## src/sv/pesp_pkg.sv

```systemverilog
`timescale 1ns / 1ps
`default_nettype none
// ----------------------------------------------------------------------------
// pesp_pkg
// Shared types and constants for the PES header strip parser.
// ----------------------------------------------------------------------------
package pesp_pkg;

  // Start code bytes 00 00 01
  localparam logic [7:0] ScByteZero = 8'h00;
  localparam logic [7:0] ScByteOne  = 8'h01;

  // Stream ids with special handling
  localparam logic [7:0] SidMap      = 8'hbc;
  localparam logic [7:0] SidPadding  = 8'hbe;
  localparam logic [7:0] SidPrivate2 = 8'hbf;
  localparam logic [7:0] SidEcm      = 8'hf0;
  localparam logic [7:0] SidEmm      = 8'hf1;
  localparam logic [7:0] SidDsmcc    = 8'hf2;
  localparam logic [7:0] SidH2221E   = 8'hf8;
  localparam logic [7:0] SidDir      = 8'hff;

  // Depth of the queue between parser and output side
  localparam int unsigned QueueDepth = 2;
  localparam int unsigned QueuePtrW  = $clog2(QueueDepth);
  localparam int unsigned QueueCntW  = $clog2(QueueDepth + 1);

  // One result item
  typedef struct packed {
    logic       start_code_error;
    logic       had_flags;
    logic       payload_first;
    logic [7:0] stream_id;
    logic [7:0] payload_byte;
  } result_t;

  // Streams that carry no optional header flag bytes
  function automatic logic no_flag_stream(input logic [7:0] sid);
    return (sid == SidMap) || (sid == SidPrivate2) || (sid == SidEcm) ||
           (sid == SidEmm) || (sid == SidDsmcc) || (sid == SidH2221E) ||
           (sid == SidDir);
  endfunction

endpackage
`default_nettype wire

```

## src/sv/pes_header_strip_parser_unit.sv

```systemverilog
`timescale 1ns / 1ps
`default_nettype none
// ----------------------------------------------------------------------------
// pes_header_strip_parser_unit
// Strips PES headers from a byte stream and emits tagged payload bytes and start code errors.
// ----------------------------------------------------------------------------
//  Channel  | Dir | tdata                         | tuser
//  s_axis   | in  | [7:0] data_byte               | [0] pkt_start
//  m_axis   | out | [7:0] payload_byte,           | [0] payload_first,
//           |     | [15:8] stream_id              | [1] had_flags,
//           |     |                               | [2] start_code_error
//
// One input byte per cycle while s_axis_tready_o is high; each byte is parsed
// in the cycle it is accepted and its result (if any) lands in a two-entry
// queue, so the first result appears on m_axis in the cycle after its byte.
// s_axis_tready_o drops only while the queue holds two results, which happens
// when m_axis stalls while results arrive back to back.
// Reset clears the parser to idle (waiting for a unit start) and empties the
// queue; bytes before the first unit start are dropped.
// ----------------------------------------------------------------------------
module pes_header_strip_parser_unit
  import pesp_pkg::*;
(
  input  wire logic        clk_i,
  input  wire logic        rst_ni,
  input  wire logic        s_axis_tvalid_i,
  output logic             s_axis_tready_o,
  input  wire logic [7:0]  s_axis_tdata_i,   // [7:0] data_byte
  input  wire logic        s_axis_tuser_i,   // [0] pkt_start
  output logic             m_axis_tvalid_o,
  input  wire logic        m_axis_tready_i,
  output logic [15:0]      m_axis_tdata_o,   // [7:0] payload_byte, [15:8] stream_id
  output logic [2:0]       m_axis_tuser_o    // [0] payload_first, [1] had_flags,
                                             // [2] start_code_error
);

  logic    accept;
  logic    push;
  logic    full;
  result_t result;
  result_t head;

  // Take a transaction whenever the queue can hold its possible result
  assign s_axis_tready_o = ~full;
  assign accept          = s_axis_tvalid_i & s_axis_tready_o;

  // Front: byte parser and classifier
  pesp_parse u_parse (
    .clk_i        (clk_i),
    .rst_ni       (rst_ni),
    .accept_i     (accept),
    .pkt_start_i  (s_axis_tuser_i),
    .data_byte_i  (s_axis_tdata_i),
    .result_o     (result),
    .push_o       (push)
  );

  // Back: result queue feeding the output transaction
  pesp_queue u_queue (
    .clk_i       (clk_i),
    .rst_ni      (rst_ni),
    .push_i      (push),
    .push_data_i (result),
    .full_o      (full),
    .valid_o     (m_axis_tvalid_o),
    .ready_i     (m_axis_tready_i),
    .head_o      (head)
  );

  assign m_axis_tdata_o = {head.stream_id, head.payload_byte};
  assign m_axis_tuser_o = {head.start_code_error, head.had_flags, head.payload_first};

endmodule
`default_nettype wire

```

## src/sv/pesp_parse.sv

```systemverilog
`timescale 1ns / 1ps
`default_nettype none
// ----------------------------------------------------------------------------
// pesp_parse
// Byte state machine: checks start code, reads header, classifies bytes.
// ----------------------------------------------------------------------------
module pesp_parse
  import pesp_pkg::*;
(
  input  wire logic       clk_i,
  input  wire logic       rst_ni,
  input  wire logic       accept_i,
  input  wire logic       pkt_start_i,
  input  wire logic [7:0] data_byte_i,
  output result_t         result_o,
  output logic            push_o
);

  localparam logic [3:0] PhIdle    = 4'd0;
  localparam logic [3:0] PhSc2     = 4'd1;
  localparam logic [3:0] PhSc3     = 4'd2;
  localparam logic [3:0] PhSid     = 4'd3;
  localparam logic [3:0] PhLenHi   = 4'd4;
  localparam logic [3:0] PhLenLo   = 4'd5;
  localparam logic [3:0] PhFlag1   = 4'd6;
  localparam logic [3:0] PhFlag2   = 4'd7;
  localparam logic [3:0] PhHdrLen  = 4'd8;
  localparam logic [3:0] PhHdrSkip = 4'd9;
  localparam logic [3:0] PhPayload = 4'd10;

  logic [3:0] phase_q, phase_d;
  logic [7:0] stream_q, stream_d;
  logic [7:0] skip_q, skip_d;
  logic       first_q, first_d;
  logic       flags_q, flags_d;

  always_comb begin
    phase_d  = phase_q;
    stream_d = stream_q;
    skip_d   = skip_q;
    first_d  = first_q;
    flags_d  = flags_q;
    push_o   = 1'b0;
    result_o = '0;
    if (accept_i) begin
      if (pkt_start_i) begin
        stream_d = '0;
        skip_d   = '0;
        first_d  = 1'b0;
        flags_d  = 1'b0;
        if (data_byte_i != ScByteZero) begin
          push_o                    = 1'b1;
          result_o.start_code_error = 1'b1;
          phase_d                   = PhIdle;
        end else begin
          phase_d = PhSc2;
        end
      end else begin
        case (phase_q)
          PhSc2: begin
            if (data_byte_i != ScByteZero) begin
              push_o                    = 1'b1;
              result_o.start_code_error = 1'b1;
              phase_d                   = PhIdle;
            end else begin
              phase_d = PhSc3;
            end
          end
          PhSc3: begin
            if (data_byte_i != ScByteOne) begin
              push_o                    = 1'b1;
              result_o.start_code_error = 1'b1;
              phase_d                   = PhIdle;
            end else begin
              phase_d = PhSid;
            end
          end
          PhSid: begin
            stream_d = data_byte_i;
            phase_d  = PhLenHi;
          end
          PhLenHi: begin
            phase_d = PhLenLo;
          end
          PhLenLo: begin
            if (stream_q == SidPadding) begin
              phase_d = PhIdle;
            end else if (no_flag_stream(stream_q)) begin
              flags_d = 1'b0;
              first_d = 1'b1;
              phase_d = PhPayload;
            end else begin
              flags_d = 1'b1;
              phase_d = PhFlag1;
            end
          end
          PhFlag1: begin
            phase_d = PhFlag2;
          end
          PhFlag2: begin
            phase_d = PhHdrLen;
          end
          PhHdrLen: begin
            skip_d = data_byte_i;
            if (data_byte_i == 8'd0) begin
              first_d = 1'b1;
              phase_d = PhPayload;
            end else begin
              phase_d = PhHdrSkip;
            end
          end
          PhHdrSkip: begin
            skip_d = skip_q - 8'd1;
            if (skip_q == 8'd1) begin
              first_d = 1'b1;
              phase_d = PhPayload;
            end
          end
          PhPayload: begin
            push_o                 = 1'b1;
            result_o.payload_byte  = data_byte_i;
            result_o.stream_id     = stream_q;
            result_o.payload_first = first_q;
            result_o.had_flags     = flags_q;
            first_d                = 1'b0;
          end
          default: begin
            phase_d = PhIdle;
          end
        endcase
      end
    end
  end

  always_ff @(posedge clk_i or negedge rst_ni) begin
    if (!rst_ni) begin
      phase_q  <= PhIdle;
      stream_q <= '0;
      skip_q   <= '0;
      first_q  <= 1'b0;
      flags_q  <= 1'b0;
    end else begin
      phase_q  <= phase_d;
      stream_q <= stream_d;
      skip_q   <= skip_d;
      first_q  <= first_d;
      flags_q  <= flags_d;
    end
  end

endmodule
`default_nettype wire

```

## src/sv/pesp_queue.sv

```systemverilog
`timescale 1ns / 1ps
`default_nettype none
// ----------------------------------------------------------------------------
// pesp_queue
// Short result queue; its head drives the output stream.
// ----------------------------------------------------------------------------
module pesp_queue
  import pesp_pkg::*;
(
  input  wire logic    clk_i,
  input  wire logic    rst_ni,
  input  wire logic    push_i,
  input  wire result_t push_data_i,
  output logic         full_o,
  output logic         valid_o,
  input  wire logic    ready_i,
  output result_t      head_o
);

  result_t               mem_q [QueueDepth];
  logic [QueuePtrW-1:0]  wr_ptr_q, wr_ptr_d;
  logic [QueuePtrW-1:0]  rd_ptr_q, rd_ptr_d;
  logic [QueueCntW-1:0]  count_q, count_d;
  logic                  pop;

  assign full_o  = (count_q == QueueCntW'(QueueDepth));
  assign valid_o = (count_q != '0);
  assign head_o  = mem_q[rd_ptr_q];
  assign pop     = valid_o & ready_i;

  always_comb begin
    wr_ptr_d = wr_ptr_q;
    rd_ptr_d = rd_ptr_q;
    count_d  = count_q;
    if (push_i) begin
      wr_ptr_d = (wr_ptr_q == QueuePtrW'(QueueDepth - 1)) ? '0 : wr_ptr_q + 1'b1;
    end
    if (pop) begin
      rd_ptr_d = (rd_ptr_q == QueuePtrW'(QueueDepth - 1)) ? '0 : rd_ptr_q + 1'b1;
    end
    case ({push_i, pop})
      2'b10:   count_d = count_q + 1'b1;
      2'b01:   count_d = count_q - 1'b1;
      default: count_d = count_q;
    endcase
  end

  always_ff @(posedge clk_i or negedge rst_ni) begin
    if (!rst_ni) begin
      wr_ptr_q <= '0;
      rd_ptr_q <= '0;
      count_q  <= '0;
    end else begin
      wr_ptr_q <= wr_ptr_d;
      rd_ptr_q <= rd_ptr_d;
      count_q  <= count_d;
    end
  end

  always_ff @(posedge clk_i) begin
    if (push_i) begin
      mem_q[wr_ptr_q] <= push_data_i;
    end
  end

endmodule
`default_nettype wire
```

## config.mk

```make
export PLATFORM = sky130hd
export DESIGN_NAME = pes_header_strip_parser_unit
export DESIGN_NICKNAME = d
export VERILOG_FILES = /design/src/sv/pesp_pkg.sv /design/src/sv/pes_header_strip_parser_unit.sv /design/src/sv/pesp_parse.sv /design/src/sv/pesp_queue.sv
export SDC_FILE = /design/constraint.sdc
export NUM_CORES = 1
export LEC_CHECK = 0
export ABC_AREA = 0
export BUFFER_PORTS_ARGS = -buffer_cell sky130_fd_sc_hd__clkbuf_2
export CAP_MARGIN = 15
export CORE_UTILIZATION = 41
export CTS_CLUSTER_SIZE = 30
export DETAILED_ROUTE_END_ITERATION = 8
export PLACE_DENSITY = 0.59
export SYNTH_ARGS = -nofsm -noshare
export SYNTH_HDL_FRONTEND = slang
export SYNTH_HIERARCHICAL = 1
export SYNTH_SLANG_ARGS = --single-unit
```

## constraint.sdc

```tcl
create_clock -name clk_i -period 3.88 [get_ports clk_i]
set_clock_uncertainty 0.2 [all_clocks]
set_input_delay 0.776 -clock clk_i [delete_from_list [all_inputs] [get_ports clk_i]]
set_output_delay 0.776 -clock clk_i [all_outputs]
set_load 0.005 [all_outputs]
```

==> impl_results.md <==
* Status: finished, final reports clean
* Synth warn at 6
* Cells on worst reg2reg path at 9
* CP startpoint kind: input pin
* Post-CTS Resized at 0
* Area growth, synth to finish at 13.2%
* Post-synth EDFFs at 38
* Ports at 34
* Hold Fails Final Rpt at 0
* Synth Register Bits at 64
* Total global routing overflow at 0
* Final Max Tran Viols at 0
* Tmin final at around 2.8 ns
* Element type at the critical path end: flop
* Root Buffer Master: clkbuf_8
* Vias in the first global route at approximately 2200
* GRT Util Overall at 0.170
* Post-synthesis compound-gate area fraction at 0.124
* Clk Latency, worst-skew pair at 0.34 ns
* Core area at 7730 um^2
* Post-Synth Simple-Gate Area at 0.190
* DR vias at roughly 2300
* Vias per inst at 5.31
* Routed Antenna Nets at 0
* CTS Hold Bufs at 0
* Ant diodes at 0
* Placed Area at 3490 um^2
* Std-Cell Rows at 32
* IO Port Bufs at 33
* Reg clk slew, reported paths at 0.07 ns
* Final Cell Area at approximately 3700 um^2
* Data arrival, critical path at roughly 2.8 ns
* Post-Syn Instances at between 200 and 300
* Initial antenna violation count at 0
* Power per Cell Area at between 500 and 600 nW/um^2
* Final setup viols at 0
* Crit-path max FO at 17
* Achievable Freq at 362 MHz
* Initial DRT Pass Iterations at 4
* Sequential area share after synthesis at 0.550
* Die Y at 91.2 um
* Leakage Power at between 1 and 1.5 nW
* Inserted Clock Buffers at 9
* HP Class: input pin to asynchronous set/reset pin
* Avg Inst Size Synth at 11.4 um^2
* Ys async rst share at 0.406
* Synth cell types at 62
* Share of cells above drive strength 1 at 0.263
* Setup TNS at 0 ns
* WP data required at 3.95 ns
* Final period utilization at 0.711
* Post-synthesis xor/xnor area fraction at 0.0134
* H-tree Lvls at 3
* Hpwl dp at 4400 um
* Top_reg_cell synth: edfxtp_1
* Reg2reg end: u_queue/count_q[1]
* Largest net degree at the start of global routing at 27
* Flop2flop setup slack at 1.19 ns
* Worst-Margin Slew at a little over 1 ns
* CTS tree: built
* WL per Instance at 15.1 um
* Initial DRC Count at between 80 and 90
* Initial cell density of the core at 0.422
* Fraction of the mapped netlist area in adder cells at 0.0150
* GP Congestion at ~0.87
* R2R Path Start: u_parse/phase_q[0]
* Num Clock Sinks at 64
* Post-synthesis cell area at 3260 um^2
* Peak supply drop at 0.229 mV
* Critical Path Source: s_axis_tuser_i
* Die ar. at 8310 um^2
* Post-CTS setup buffers at 0
* Chip width at 91.2 um
* Syn_nets at around 300
* RSZ-0062 raised after global routing: no
* First-pass GRT wire length at roughly 11000 um
* Final wirelength at 6470 um
* WS Path Type: input pin to flop
* Largest family of logic cells by synthesized area: simple AND/OR/NAND/NOR gates
* MaxCap Viol Count at 0
* Nets@finish at 338
* Worst slew margin at 0.322
* DRC viols at 0
* Clock Path Buffers at 2
* Mux contribution to synthesized area at 0.0687
==> cell usage after synthesis (8+ instances only) <==
cell type  number  area (um^2)
a21oi_1        11         55.1
nor3_1          8         40.0
dfrtp_1        26          651
and2_1         20          125
inv_1          10         37.5
o21ai_1        23          115
nand2_1        28          105
edfxtp_1       38         1140
mux2_2         19          214
nor2_1         14         52.6
o21ai_0         8         40.0
==> where the power goes <==
part / switching (mW) / internal (mW) / leakage, nW
Clock: 0.270 / 0.296 / 0.0933
Combinational: 0.292 / 0.309 / 0.656
Sequential: 0.127 / 0.876 / 0.703
Total: 0.689 / 1.48 / 1.45
==> routing by layer <==
layer | wire length (um) | GRT usage | up-vias
met2 | 3050 | 0.271 | 69
met3 | 307 | 0.0327 | 16
li1 | - | - | 1126
met4 | 131 | 0.0807 | 0
met5 | 0 | 0 | -
met1 | 2980 | 0.223 | 1069
==> cell families after synthesis <==
family | count (synthesis)
AND/OR/NAND/NOR | 105
AO/OA/AOI/OAI | 66
flip-flops | 64
buffers and inverters | 23
multiplexers | 20
XOR/XNOR | 5
adder cells (fa/ha/maj) | 4
==> worst max-delay path by stage <==
stage,endpoint,cells after the start
floorplan,u_queue/mem_q[0][0],8
global placement,u_queue/mem_q[0][11],8
detailed placement,u_queue/mem_q[0][12],8
CTS,m_axis_tuser_o[2],2
global route,u_queue/mem_q[0][15],8
finish,u_queue/count_q[1],9
==> critical path: stages <==
cell and delay [ns]:
clkbuf_2 0.16, inv_1 0.44, o21ai_1 0.14, a221oi_1 0.41
or2_1 0.20, inv_1 0.07, ha_1 0.32, nor2_1 0.14
xor2_1 0.16
==> cells in the final DEF (no fill, tap or decap), types with 2 or more instances in the layout <==
cell type	synthesis	final
or4_1	2	2
nand2_1	28	28
clkinvlp_4	0	2
clkbuf_2	0	33
and2_1	20	20
nor2_1	14	14
clkbuf_8	0	9
xor2_1	3	3
a31oi_1	4	4
nand3_1	4	4
dfrtp_1	26	26
mux2_2	19	19
o21a_1	2	2
edfxtp_1	38	38
o21ai_1	23	23
xnor2_1	2	2
buf_4	4	4
nand2b_1	3	3
inv_1	10	10
o22ai_1	3	3
ha_1	3	3
nor4_1	4	4
or3_1	3	3
a21oi_1	11	11
o21ai_0	8	8
nor3_1	8	8
or3b_1	2	2
nor2b_1	2	2
==> through the flow <==
stage | hold WS (ns) | utilization | instances | total power, mW | setup slack (ns)
finish | 0.265 | 0.477 | 429 | 2.17 | 1.12
global route | 0.308 | 0.477 | 429 | 2.31 | 0.871
detailed placement | 0.278 | 0.452 | 413 | 1.63 | 0.742
floorplan | 0.247 | - | 287 | 1.42 | 0.708
CTS | 0.287 | 0.477 | 429 | 2.20 | 1.06
global placement | 0.273 | 0.452 | 413 | 1.62 | 0.824
==> sequential cells by signal, indices dropped and copies added, names as in the netlist <==
name              flops
u_queue/count_q       2
u_parse/skip_q        8
u_parse/phase_q       4
u_parse/flags_q       1
u_queue/mem_q        38
u_queue/wr_ptr_q      1
u_parse/stream_q      8
u_parse/first_q       1
u_queue/rd_ptr_q      1
==> cell type report <==
type                       count  area, um^2
fill                         740        4040
sequential                    64        1790
multi-input combinational    200        1340
timing repair buffer          37         195
tap                          102         128
clock buffer                   9         124
clock inverter                 7        71.3
inverter                      10        37.5
Power figures use the tool's default switching activity.
